===== config.mk =====
export PLATFORM = sky130hd
export DESIGN_NAME = text_to_integer_parser_core
export DESIGN_NICKNAME = d
export VERILOG_FILES = /design/src/hdl/tti_pkg.sv /design/src/hdl/tti_in_reg.sv /design/src/hdl/tti_parse.sv /design/src/hdl/tti_out_reg.sv /design/src/hdl/text_to_integer_parser_core.sv
export VERILOG_INCLUDE_DIRS = /design/src /design/src/hdl
export SDC_FILE = /design/constraint.sdc
export NUM_CORES = 1
export LEC_CHECK = 0
export BUFFER_PORTS_ARGS = -buffer_cell sky130_fd_sc_hd__buf_2
export CAP_MARGIN = 20
export CORE_AREA = 2 2 310 312
export CTS_BUF_LIST = sky130_fd_sc_hd__clkbuf_4 sky130_fd_sc_hd__clkbuf_8
export DETAILED_ROUTE_END_ITERATION = 12
export DIE_AREA = 0 0 312 314
export HOLD_SLACK_MARGIN = 0.12
export PLACE_DENSITY_LB_ADDON = 0.12
export SLEW_MARGIN = 15
export SYNTH_ARGS = -nofsm -noshare
export SYNTH_HDL_FRONTEND = slang
export SYNTH_SLANG_ARGS = --single-unit
export TNS_END_PERCENT = 1

===== constraint.sdc =====
create_clock -name clk -period 18.19 [get_ports clk]
set_input_delay 2.7285 -clock clk [delete_from_list [all_inputs] [get_ports clk]]
set_output_delay 2.7285 -clock clk [all_outputs]
set_load 0.02 [all_outputs]

===== src/hdl/text_to_integer_parser_core_macros.svh =====
// ----------------------------------------------------------------------------
// text_to_integer_parser_core_macros
// assertion macros for the text to integer parser, empty under synthesis
// ----------------------------------------------------------------------------
`ifndef TEXT_TO_INTEGER_PARSER_CORE_MACROS_SVH
`define TEXT_TO_INTEGER_PARSER_CORE_MACROS_SVH

`ifndef SYNTHESIS

// same-cycle implication
`define TTI_ASSERT_IMP(lbl, clk, rst_n, ante, cons, msg) \
    lbl: assert property (@(posedge clk) disable iff (!rst_n) (ante) |-> (cons)) \
        else $error(msg);

// next-cycle implication
`define TTI_ASSERT_NXT(lbl, clk, rst_n, ante, cons, msg) \
    lbl: assert property (@(posedge clk) disable iff (!rst_n) (ante) |=> (cons)) \
        else $error(msg);

`else

`define TTI_ASSERT_IMP(lbl, clk, rst_n, ante, cons, msg)
`define TTI_ASSERT_NXT(lbl, clk, rst_n, ante, cons, msg)

`endif

`endif


===== src/hdl/tti_pkg.sv =====
// ----------------------------------------------------------------------------
// tti_pkg
// types, character codes and helpers shared by the text to integer parser
// ----------------------------------------------------------------------------
`default_nettype none

package tti_pkg;

    localparam int COUNT_BITS_DEF = 16;

    localparam logic [7:0] CH_TAB   = 8'h09;
    localparam logic [7:0] CH_CR    = 8'h0D;
    localparam logic [7:0] CH_SPACE = 8'h20;
    localparam logic [7:0] CH_PLUS  = 8'h2B;
    localparam logic [7:0] CH_MINUS = 8'h2D;
    localparam logic [7:0] CH_ZERO  = 8'h30;
    localparam logic [7:0] CH_NINE  = 8'h39;
    localparam logic [7:0] CH_UP_A  = 8'h41;
    localparam logic [7:0] CH_UP_Z  = 8'h5A;
    localparam logic [7:0] CH_LO_A  = 8'h61;
    localparam logic [7:0] CH_LO_Z  = 8'h7A;
    localparam logic [7:0] CH_UP_X  = 8'h58;
    localparam logic [7:0] CH_LO_X  = 8'h78;
    localparam logic [7:0] UP_OFS   = 8'd55;   // 'A' - 10
    localparam logic [7:0] LO_OFS   = 8'd87;   // 'a' - 10

    localparam logic [6:0] NO_DIGIT = 7'd64;

    localparam logic [5:0] BASE_AUTO = 6'd0;
    localparam logic [5:0] BASE_OCT  = 6'd8;
    localparam logic [5:0] BASE_DEC  = 6'd10;
    localparam logic [5:0] BASE_HEX  = 6'd16;

    localparam logic [63:0] POS_LIMIT = 64'h0000_0000_7FFF_FFFF;
    localparam logic [63:0] NEG_LIMIT = 64'h0000_0000_8000_0000;
    localparam logic [63:0] NEG_CLAMP = 64'hFFFF_FFFF_8000_0000;

    localparam logic [15:0] CONSUMED_MAX = 16'hFFFF;

    typedef enum logic [2:0] {
        PH_IDLE,
        PH_LEAD,
        PH_SIGNED,
        PH_ZERO,
        PH_DIGITS
    } phase_t;

    typedef struct packed {
        logic [7:0] char_code;
        logic       first;
        logic [5:0] base;
        logic       mode;
    } in_item_t;

    typedef struct packed {
        logic [63:0] value;
        logic [15:0] consumed;
        logic        digits_found;
        logic        overflowed;
    } out_item_t;

    function automatic logic [6:0] digit_value(input logic [7:0] ch);
        logic [7:0] d;
        begin
            d = {1'b0, NO_DIGIT};
            if (ch inside {[CH_ZERO:CH_NINE]})
            begin
                d = ch - CH_ZERO;
            end
            else if (ch inside {[CH_UP_A:CH_UP_Z]})
            begin
                d = ch - UP_OFS;
            end
            else if (ch inside {[CH_LO_A:CH_LO_Z]})
            begin
                d = ch - LO_OFS;
            end
            return d[6:0];
        end
    endfunction

endpackage

`default_nettype wire


===== src/hdl/tti_in_reg.sv =====
// ----------------------------------------------------------------------------
// tti_in_reg
// input register: captures one character item, frees itself when consumed
// ----------------------------------------------------------------------------
`default_nettype none

module tti_in_reg
    import tti_pkg::*;
(
    input  wire logic     clk,
    input  wire logic     rst_n,
    input  wire logic     char_valid,
    output logic          char_stall,
    input  wire in_item_t char_item,
    input  wire logic     take,
    output logic          item_vld,
    output in_item_t      item
);

    logic     vld_reg;
    logic     vld_next;
    in_item_t item_reg;
    logic     load;

    // loads whenever the slot is empty or being consumed
    assign load       = !vld_reg || take;
    assign char_stall = !load;
    assign vld_next   = load ? char_valid : vld_reg;

    always_ff @(posedge clk or negedge rst_n)
    begin
        if (!rst_n)
        begin
            vld_reg <= 1'b0;
        end
        else
        begin
            vld_reg <= vld_next;
        end
    end

    always_ff @(posedge clk)
    begin
        if (load && char_valid)
        begin
            item_reg <= char_item;
        end
    end

    assign item_vld = vld_reg;
    assign item     = item_reg;

endmodule

`default_nettype wire


===== src/hdl/tti_parse.sv =====
// ----------------------------------------------------------------------------
// tti_parse
// parser state and one character step: prefix, sign, digit accumulate, emit
// ----------------------------------------------------------------------------
`default_nettype none

module tti_parse
    import tti_pkg::*;
#(
    parameter int COUNT_BITS = COUNT_BITS_DEF
)
(
    input  wire logic     clk,
    input  wire logic     rst_n,
    input  wire logic     take,
    input  wire in_item_t item,
    output logic          emit,
    output out_item_t     res
);

    phase_t                phase_reg, phase_next;
    logic [63:0]           acc_reg, acc_next;
    logic                  neg_reg, neg_next;
    logic [5:0]            base_reg, base_next;
    logic                  sgn_reg;
    logic                  any_reg, any_next;
    logic                  ovf_reg, ovf_next;
    logic [COUNT_BITS-1:0] cnt_reg, cnt_next;

    // state as seen by this item, after a possible restart
    phase_t                phase_e;
    logic [63:0]           acc_e;
    logic                  neg_e;
    logic [5:0]            base_e;
    logic                  sgn_e;
    logic                  any_e;
    logic                  ovf_e;
    logic [COUNT_BITS-1:0] cnt_e;

    logic [7:0]            ch;
    logic                  dig_en;
    logic                  pre_inc;
    logic [1:0]            inc;
    logic                  hit_emit;
    logic [6:0]            d;
    logic [63:0]           prod;
    logic [63:0]           sum;
    logic [63:0]           lim;
    logic [COUNT_BITS:0]   cnt_mid_w;
    logic [COUNT_BITS-1:0] cnt_mid;
    logic [COUNT_BITS:0]   cnt_all_w;
    logic [31:0]           cnt32;
    logic                  any_mid;

    assign ch = item.char_code;

    always_comb
    begin
        if (item.first)
        begin
            phase_e = PH_LEAD;
            acc_e   = '0;
            neg_e   = 1'b0;
            base_e  = item.base;
            sgn_e   = !item.mode;
            any_e   = 1'b0;
            ovf_e   = 1'b0;
            cnt_e   = '0;
        end
        else
        begin
            phase_e = phase_reg;
            acc_e   = acc_reg;
            neg_e   = neg_reg;
            base_e  = base_reg;
            sgn_e   = sgn_reg;
            any_e   = any_reg;
            ovf_e   = ovf_reg;
            cnt_e   = cnt_reg;
        end
    end

    // phase decisions
    always_comb
    begin
        phase_next = phase_e;
        base_next  = base_e;
        neg_next   = neg_e;
        dig_en     = 1'b0;
        pre_inc    = 1'b0;
        inc        = 2'd0;
        case (phase_e)
            PH_LEAD, PH_SIGNED:
            begin
                if (phase_e == PH_LEAD && (ch == CH_SPACE || ch inside {[CH_TAB:CH_CR]}))
                begin
                    inc = 2'd1;
                end
                else if (phase_e == PH_LEAD && ((ch == CH_MINUS && sgn_e) || ch == CH_PLUS))
                begin
                    neg_next   = (ch == CH_MINUS);
                    inc        = 2'd1;
                    phase_next = PH_SIGNED;
                end
                else if ((base_e == BASE_AUTO || base_e == BASE_HEX) && ch == CH_ZERO)
                begin
                    phase_next = PH_ZERO;
                end
                else
                begin
                    base_next  = (base_e == BASE_AUTO) ? BASE_DEC : base_e;
                    phase_next = PH_DIGITS;
                    dig_en     = 1'b1;
                end
            end
            PH_ZERO:
            begin
                phase_next = PH_DIGITS;
                if (ch == CH_UP_X || ch == CH_LO_X)
                begin
                    inc       = 2'd2;
                    base_next = BASE_HEX;
                end
                else
                begin
                    // the held leading zero counts as a digit of value zero
                    base_next = (base_e == BASE_AUTO) ? BASE_OCT : base_e;
                    pre_inc   = 1'b1;
                    dig_en    = 1'b1;
                end
            end
            PH_DIGITS:
            begin
                dig_en = 1'b1;
            end
            default:
            begin
                phase_next = phase_e;
            end
        endcase
    end

    // digit step
    assign d      = digit_value(ch);
    assign prod   = acc_e * 64'(base_next);
    assign sum    = prod + 64'(d);
    assign lim    = neg_e ? NEG_LIMIT : POS_LIMIT;
    assign any_mid = any_e || pre_inc;

    always_comb
    begin
        hit_emit = 1'b0;
        acc_next = acc_e;
        ovf_next = ovf_e;
        any_next = any_mid;
        if (dig_en)
        begin
            if (d >= {1'b0, base_next})
            begin
                hit_emit = 1'b1;
            end
            else
            begin
                any_next = 1'b1;
                if (!sgn_e)
                begin
                    acc_next = sum;
                end
                else if (!ovf_e)
                begin
                    if (sum > lim)
                    begin
                        ovf_next = 1'b1;
                    end
                    else
                    begin
                        acc_next = sum;
                    end
                end
            end
        end
    end

    // saturating character count
    assign cnt_mid_w = {1'b0, cnt_e} + (COUNT_BITS+1)'(pre_inc);
    assign cnt_mid   = cnt_mid_w[COUNT_BITS] ? '1 : cnt_mid_w[COUNT_BITS-1:0];
    assign cnt_all_w = {1'b0, cnt_e} + (COUNT_BITS+1)'(inc)
                     + (COUNT_BITS+1)'(pre_inc)
                     + (COUNT_BITS+1)'(dig_en && !hit_emit);
    assign cnt_next  = cnt_all_w[COUNT_BITS] ? '1 : cnt_all_w[COUNT_BITS-1:0];
    assign cnt32     = 32'(cnt_mid);

    always_comb
    begin
        emit = take && hit_emit;
        if (sgn_e && ovf_e)
        begin
            res.value = neg_e ? NEG_CLAMP : POS_LIMIT;
        end
        else if (neg_e)
        begin
            res.value = 64'd0 - acc_e;
        end
        else
        begin
            res.value = acc_e;
        end
        if (!any_mid)
        begin
            res.consumed = '0;
        end
        else if (cnt32 > 32'(CONSUMED_MAX))
        begin
            res.consumed = CONSUMED_MAX;
        end
        else
        begin
            res.consumed = cnt32[15:0];
        end
        res.digits_found = any_mid;
        res.overflowed   = sgn_e && ovf_e;
    end

    always_ff @(posedge clk or negedge rst_n)
    begin
        if (!rst_n)
        begin
            phase_reg <= PH_IDLE;
            acc_reg   <= '0;
            neg_reg   <= 1'b0;
            base_reg  <= '0;
            sgn_reg   <= 1'b0;
            any_reg   <= 1'b0;
            ovf_reg   <= 1'b0;
            cnt_reg   <= '0;
        end
        else if (take)
        begin
            phase_reg <= hit_emit ? PH_IDLE : phase_next;
            acc_reg   <= acc_next;
            neg_reg   <= neg_next;
            base_reg  <= base_next;
            sgn_reg   <= sgn_e;
            any_reg   <= any_next;
            ovf_reg   <= ovf_next;
            cnt_reg   <= cnt_next;
        end
    end

endmodule

`default_nettype wire


===== src/hdl/tti_out_reg.sv =====
// ----------------------------------------------------------------------------
// tti_out_reg
// result register: holds one result item until the consumer takes it
// ----------------------------------------------------------------------------
`default_nettype none

module tti_out_reg
    import tti_pkg::*;
(
    input  wire logic      clk,
    input  wire logic      rst_n,
    input  wire logic      emit,
    input  wire out_item_t res,
    output logic           can_take,
    output logic           res_valid,
    input  wire logic      res_stall,
    output out_item_t      res_item
);

    logic      vld_reg;
    logic      vld_next;
    out_item_t item_reg;

    assign can_take = !vld_reg || !res_stall;
    assign vld_next = can_take ? emit : vld_reg;

    always_ff @(posedge clk or negedge rst_n)
    begin
        if (!rst_n)
        begin
            vld_reg <= 1'b0;
        end
        else
        begin
            vld_reg <= vld_next;
        end
    end

    always_ff @(posedge clk)
    begin
        if (emit)
        begin
            item_reg <= res;
        end
    end

    assign res_valid = vld_reg;
    assign res_item  = item_reg;

endmodule

`default_nettype wire


===== src/hdl/text_to_integer_parser_core.sv =====
// ----------------------------------------------------------------------------
// text_to_integer_parser_core
// streaming strtol / strtoul style parser, one character item per cycle unless stalled
//
//   channel  dir  payload     handshake
//   char     in   in_item_t   char_valid / char_stall
//   res      out  out_item_t  res_valid / res_stall
//
// one character item can be taken every cycle unless char_stall is high; the terminating
// character passes the input register, then its result is registered in the result register
// the whole step is one 64 x 6 multiply-add and limit compare per cycle
// rst_n clears all control and parser state asynchronously
// char_stall rises only while a result waits in the result register under
// res_stall and the input register is full
// ----------------------------------------------------------------------------
`default_nettype none
`include "text_to_integer_parser_core_macros.svh"

module text_to_integer_parser_core
    import tti_pkg::*;
#(
    parameter int COUNT_BITS = COUNT_BITS_DEF
)
(
    input  wire logic     clk,
    input  wire logic     rst_n,
    input  wire logic     char_valid,
    output logic          char_stall,
    input  wire in_item_t char_item,
    output logic          res_valid,
    input  wire logic     res_stall,
    output out_item_t     res_item
);

    logic      item_vld;
    in_item_t  item;
    logic      can_take;
    logic      take;
    logic      emit;
    out_item_t res;

    assign take = item_vld && can_take;

    tti_in_reg u_in_reg (
        .clk        (clk),
        .rst_n      (rst_n),
        .char_valid (char_valid),
        .char_stall (char_stall),
        .char_item  (char_item),
        .take       (take),
        .item_vld   (item_vld),
        .item       (item)
    );

    tti_parse #(
        .COUNT_BITS (COUNT_BITS)
    ) u_parse (
        .clk   (clk),
        .rst_n (rst_n),
        .take  (take),
        .item  (item),
        .emit  (emit),
        .res   (res)
    );

    tti_out_reg u_out_reg (
        .clk       (clk),
        .rst_n     (rst_n),
        .emit      (emit),
        .res       (res),
        .can_take  (can_take),
        .res_valid (res_valid),
        .res_stall (res_stall),
        .res_item  (res_item)
    );

    `TTI_ASSERT_IMP(a_stall_cause, clk, rst_n, char_stall, res_valid && res_stall,
                    "input stalled without output backpressure")
    `TTI_ASSERT_NXT(a_item_held, clk, rst_n, char_valid && !char_stall, item_vld,
                    "accepted item not registered")
    `TTI_ASSERT_IMP(a_ovf_digits, clk, rst_n, res_valid && res_item.overflowed,
                    res_item.digits_found
                    && (res_item.value == POS_LIMIT || res_item.value == NEG_CLAMP),
                    "overflow result not clamped")
    `TTI_ASSERT_IMP(a_no_digits, clk, rst_n, res_valid && !res_item.digits_found,
                    res_item.consumed == 16'd0 && res_item.value == 64'd0,
                    "empty result not zero")

endmodule

`default_nettype wire

# After elaboration in Yosys (flattened, before gate mapping)
# Index checks and enable logic that the tools add are counted.
# op_classes
multipliers,1
mux,57
n_addsub,9
magnitude_cmp,11
n_reduce_logical,28
n_eq_ne,11
# op_table
operator,count
2-to-1 mux 64 bit,9
adder 64 x 7 -> 64 bit,1
> comparator 64 bit,1
multiplier 64 x 6 -> 64 bit,1
2-to-1 mux 16 bit,4
subtractor 1 x 64 -> 64 bit (first input constant),1
2-to-1 mux 6 bit,7
adder 17 x 1 -> 17 bit,2
== test 8 x 6 -> 1 bit (second input constant),4
2-to-1 mux 32 bit,1
2-to-1 mux 1 bit,22
2-to-1 mux 7 bit,3
adder 16 x 1 -> 17 bit,1
adder 16 x 2 -> 17 bit,1
== test 8 x 7 -> 1 bit (second input constant),2
greater-or-equal comparator 8 x 7 -> 1 bit (second input constant),2
> comparator 16 bit (second input constant),1
<= comparator 8 x 7 -> 1 bit (second input constant),2
2-to-1 mux 3 bit,5
subtractor 7 x 6 -> 7 bit (second input constant),2
logical AND 1 bit,13
case mux 6 bit (2 select lines),1
greater-or-equal comparator 8 x 4 -> 1 bit (second input constant),1
greater-or-equal comparator 8 x 6 -> 1 bit (second input constant),1
16 further kinds,29
# word_totals
word_cells,135
reg_bits,193

# Longest topological paths before layout
# logic_depth
ltp_word,16
depth_mapped,46

# Modules after synthesis
# From an unflattened synthesis, not the netlist that was laid out.
# hier_totals
hier_cells,2819
area_unflattened_um2,23990.5
# by_module_without_submodules
mod,n_inst,area_per_inst_um2,cells_per_inst,seq_area_each_um2
tti_parse,1,20947.6,2712,2327.2
tti_out_reg,1,2498.6,85,2487.4
tti_in_reg,1,538.0,21,505.5
text_to_integer_parser_core,1,6.3,1,0.0

# Least setup slack after synthesis
# Ideal clock, no wire load.
# synth_path
kind,reg2reg
startpoint,register u_in_reg.item_reg (netlist bit u_in_reg.item[7])
endpoint,register u_parse.acc_reg[37]
path_buffers,7
stages_incl_launch_ff,41
setup_slack_ns,8.579
period_less_slack_ns,9.611
setup_ns,0.121
arrival_ns,9.490
path_cell_list,edfxtp_1 > buf_1 > clkbuf_1 > clkbuf_1 > clkbuf_1 > mux2_2 > nand2_1 > clkbuf_1 > clkbuf_1 > nor2_1 > fa_1 > inv_1 > fa_1 > inv_1 > fa_1 > inv_1 > fa_1 > inv_1 > (+5 left out) > or2_2 > a21oi_1 > o21ai_0 > xor2_1 > ha_1 > nand4_1 > nor4_1 > nand3_1 > nand2b_1 > o21ai_0 > o311ai_0 > or4_1 > nor4_1 > nand4_1 > and4b_1 > a21oi_2 > buf_2 > a22o_1
# synth_between
elab_chain_len,16
word_cells_on_any_way,40
cone_classes,1 x add/sub; 1 x mul; 2 x order compare; 5 x eq/ne; 23 x mux; 8 x reduce/logical
# synth_lines
item,line_no,source
from (decl),tti_in_reg.sv:22,in_item_t item_reg;
from (signal assigned),tti_in_reg.sv:46,item_reg <= char_item;
2-to-1 mux 6 bit,tti_parse.sv:59,if (item.first)
== test 6 x 5 -> 1 bit / logical NOT 6 bit (equally long branches),"tti_parse.sv:105, tti_parse.sv:111, tti_parse.sv:127",
logical OR 1 bit,tti_parse.sv:105,else if ((base_e == BASE_AUTO || base_e == BASE_HEX) && ch == CH_ZERO)
logical AND 1 bit,tti_parse.sv:105,
2-to-1 mux 6 bit,tti_parse.sv:105,
2-to-1 mux 6 bit,tti_parse.sv:99,else if (phase_e == PH_LEAD && ((ch == CH_MINUS && sgn_e) || ch == CH_PLUS))
2-to-1 mux 6 bit,tti_parse.sv:95,if (phase_e == PH_LEAD && (ch == CH_SPACE || ch inside {[CH_TAB:CH_CR]}))
case mux 6 bit (2 select lines),tti_parse.sv:92,case (phase_e)
multiplier 64 x 6 -> 64 bit,tti_parse.sv:145,assign prod = acc_e * 64'(base_next);
adder 64 x 7 -> 64 bit,tti_parse.sv:146,assign sum = prod + 64'(d);
> comparator 64 bit,tti_parse.sv:171,if (sum > lim)
2-to-1 mux 64 bit,tti_parse.sv:171,
2-to-1 mux 64 bit,tti_parse.sv:169,else if (!ovf_e)
2-to-1 mux 64 bit,tti_parse.sv:165,if (!sgn_e)
2-to-1 mux 64 bit,tti_parse.sv:158,"if (d >= {1'b0, base_next})"
2-to-1 mux 64 bit (*),tti_parse.sv:156,if (dig_en)
to (signal assigned),tti_parse.sv:240,acc_reg <= acc_next;
to (decl),tti_parse.sv:22,"logic [63:0] acc_reg, acc_next;"
# Every way passes the cells marked *; elsewhere a longest branch is shown, timed or not.
# A chain may end at the register's enable or synchronous reset.

# Final worst setup path
# layout_path
startpoint,register u_in_reg.item_reg (netlist bit u_in_reg.item[7])
endpoint,register u_parse.acc_reg[15]
# The elaborated chain is that of the path after synthesis.

==> summary.md <==
| Metric | Value |
|---|---|
| Clk_lat worst skew | `a little over 600 ps` |
| Switching Share | `0.4509` |
| Endpoints failing hold | `0` |
| Port bufs | `103` |
| Fraction of layout cells with a size suffix above 1 | `0.07294` |
| H-tree Lvls | `4` |
| IR drop worst, VDD | `32.03 uV` |
| Clock power frac | `0.227` |
| Setup CP Type | `reg2reg` |
| Setup Total Neg Slack | `0 ps` |
| Post-layout min period | `~13000 ps` |
| Setup WS pre-CTS | `around 5700 ps` |
| Slew of the pin with the lowest slew margin | `989.0 ps` |
| Ys async rst share | `0.4922` |
| Synth area leader | `fa_1` |
| TritonCTS clock tree | `built` |
| Fin crit share | `0.6941` |
| Max Fclk | `0.07920 GHz` |
| Number of setup buffers added after CTS | `0` |
| Initial antenna violation count | `5` |
| Fillers | `slightly above 10000` |
| HP Class | `reg2reg` |
| Total gr overflow | `0` |
| Yosys cell types | `83` |
| Area Growth Syn to Fin | `8.862%` |
| Total number of vias | `just over 20000` |
| Status | `finished, final reports clean` |
| Synth Cell Area | `0.02355 mm2` |
| Clk sink count | `193` |
| First-pass GRT wire length | `134900 um` |
| Post-synth top area share | `0.2066` |
| Combinational power share | `0.353` |
| Vias in the first global route | `20938` |
| PwrDens | `52.89 mW/mm2` |
| Core Rows | `113` |
| Die Y-Extent | `around 310 um` |
| Hold_buf cts | `0` |
| Post-synth EDFFs | `between 90 and 100` |
| GRT Resource Usage Total | `0.1789` |
| Die width | `312 um` |
| Clock Path Buffers | `2` |
| Starting Density | `0.2494` |
| Setup slack after layout | `approximately 5600 ps` |
| Mapped Cells | `about 2800` |
| Rel. slew slack | `0.3323` |
| Largest net degree at the start of global routing | `roughly 70` |
| Reg power frac | `0.420` |
| Slowest stage cell, crit path | `edfxtp_1` |
| Post-synth top flop | `edfxtp_1` |
| Int Power | `744.6 uW` |
| Ys Warns | `0` |
| Number of flip-flops in the largest register | `82` |
| Pre-antenna DRT Iters | `7` |
| Crit path required time | `about 19000 ps` |
| Register area share after synthesis | `0.2259` |
| Synth top cells by count | `nor2_1 (434), nand2_1 (336), fa_1 (243), a21oi_1 (203), ha_1 (182)` |
| Slew Limit Fails | `0` |
| Syn Area/Cell | `roughly 8.5 um2` |
| Top-count cell post-synth | `nor2_1` |
| Delay of the slowest critical-path stage | `760 ps` |
| Crit-path max FO | `between 60 and 70` |
| Most repeated library cell on the critical path | `fa_1` |
| Routed vias/inst | `5.109` |
| Antenna Nets Post-Route | `0` |
| Total CTS buffers | `17` |
| DRC | `0` |
| Ranking of synthesized cells by area | `fa_1 (21%), edfxtp_1 (12%), dfrtp_1 (10%), ha_1 (9.7%), nor2_1 (6.9%)` |
| Iteration-0 DRC Markers | `1650` |
| Net Count, Synth | `approximately 3200` |
| DP Area | `~0.025 mm2` |
| Core area | `between 0.09 and 0.1 mm2` |
| Routed WL per cell | `21.42 um` |
| Critical path launch point type | `register` |
| Die area | `~0.098 mm2` |
| Reg clk slew, reported paths | `about 110 ps` |
| # IOs | `between 100 and 150` |
| Seq cells post-synth | `about 190` |
| MaxCap Viol Count | `0` |
| Fin nets | `between 3000 and 4000` |
| Worst Skew | `41.68 ps` |
| NetSw | `~600 uW` |
| RSZ-0062 raised after global routing | `no` |
| Arr. time, crit path | `13120 ps` |
| Leakage Power | `~0.012 uW` |
| Post-CTS resize count | `0` |
| Final setup viols | `0` |
| Critical Path Sink Type | `register` |
| DP HPWL | `67170 um` |
| Clock root buffer | `clkbuf_8` |
| Post-route design area | `about 0.026 mm2` |
| GPL Wtd Cong | `around 0.86` |
| Post-Route WL | `roughly 87000 um` |
## power by group through the flow
| stage | Sequential (uW) | Combinational, uW | Clock (uW) |
|---|---|---|---|
| after floorplan | 598 | 274 | 0 |
| after global placement | 578 | 477 | 0 |
| after detailed placement | 578 | 481 | 0 |
| after CTS | 570 | 483 | 324 |
| after global routing | 578 | 525 | 338 |
| final | 569 | 479 | 308 |
## worst max-delay path: cells and delay by family, from the launching register on
kind / cells / cell delay [ps]
simple gates: 16 / 4250
fa+ha+maj: 6 / 2730
compound gates: 11 / 2420
buf+inv: 6 / 2050
flops: 1 / 760
xor+xnor: 1 / 200
## logic make-up after synthesis
| logic type | synth area share |
|---|---|
| buffers and inverters | 0.05371 |
| AND/OR/NAND/NOR | 0.2021 |
| XOR/XNOR | 0.02826 |
| AO/OA/AOI/OAI | 0.1822 |
| multiplexers | 0.004569 |
| adder cells (fa/ha/maj) | 0.3033 |
| flip-flops | 0.2259 |
## area by class of cell
cell class	instances	area, um2	share of cell area
tap	1265	1583	0.06174
multi-input combinational	2265	17000	0.6631
antenna	1	2.502	0.00009761
timing repair buffer	132	748.2	0.02918
sequential	193	5321	0.2076
clock inverter	15	142.6	0.005564
inverter	161	605.6	0.02362
clock buffer	17	234.0	0.009126
## through the flow
stage	utilization	cells	total power, uW	hold slack, ps
after floorplan	-	2781	872.4	468.8
after global placement	0.2672	4015	1055	495.5
after detailed placement	0.2674	4016	1059	504.8
after CTS	0.2714	4048	1377	530.5
after global routing	0.2714	4049	1441	560.5
final	0.2714	4049	1356	532.2
## routing by layer
layer  up-vias  global-route usage  share of wire
met3        71             0.01996          0.042
met4         2             0.04163          0.017
met5         -                   0        0.00013
li1       9603                   -              -
met2       584              0.2785           0.44
met1     10426              0.2643           0.50
## final timing paths
check,start,endpoint,slack (ps),cells past startpoint
min in group asynchronous,rst_n,u_parse.base_reg[2],2030,1
min reg2reg,u_parse.cnt_reg[0],u_parse.cnt_reg[0],530,1
max reg2reg,u_in_reg.item[7],u_parse.acc_reg[15],5560,40
max in group asynchronous,rst_n,u_parse.acc_reg[30],14790,2
min,u_parse.cnt_reg[0],u_parse.cnt_reg[0],530,1
max,u_in_reg.item[7],u_parse.acc_reg[15],5560,40
## cell usage in the layout, fill, tap and decap left out, types with 8 or more instances in the layout
master	synthesis	layout
o211ai_1	11	11
a211oi_1	12	12
and2_1	11	11
and4_1	8	8
clkbuf_8	0	17
nor4_1	21	21
and3_1	9	9
buf_4	0	29
nand2b_1	21	21
ha_1	182	182
or3_1	16	16
nand3_1	37	36
inv_1	156	152
o21ai_1	19	19
xor2_1	32	32
xnor2_1	44	44
nor2b_1	41	41
nand4_1	36	36
o21bai_1	17	17
o21ai_0	168	168
dfrtp_1	95	94
a22oi_1	13	13
nor2_1	434	432
o31ai_1	19	19
a21oi_1	203	203
buf_2	12	102
fa_1	243	243
edfxtp_1	98	98
o21a_1	20	20
a22o_1	62	62
a21o_1	33	33
nand2_1	336	335
nor3_1	82	81
a31oi_1	15	15
No activity file was read; power rests on OpenSTA's default activity.
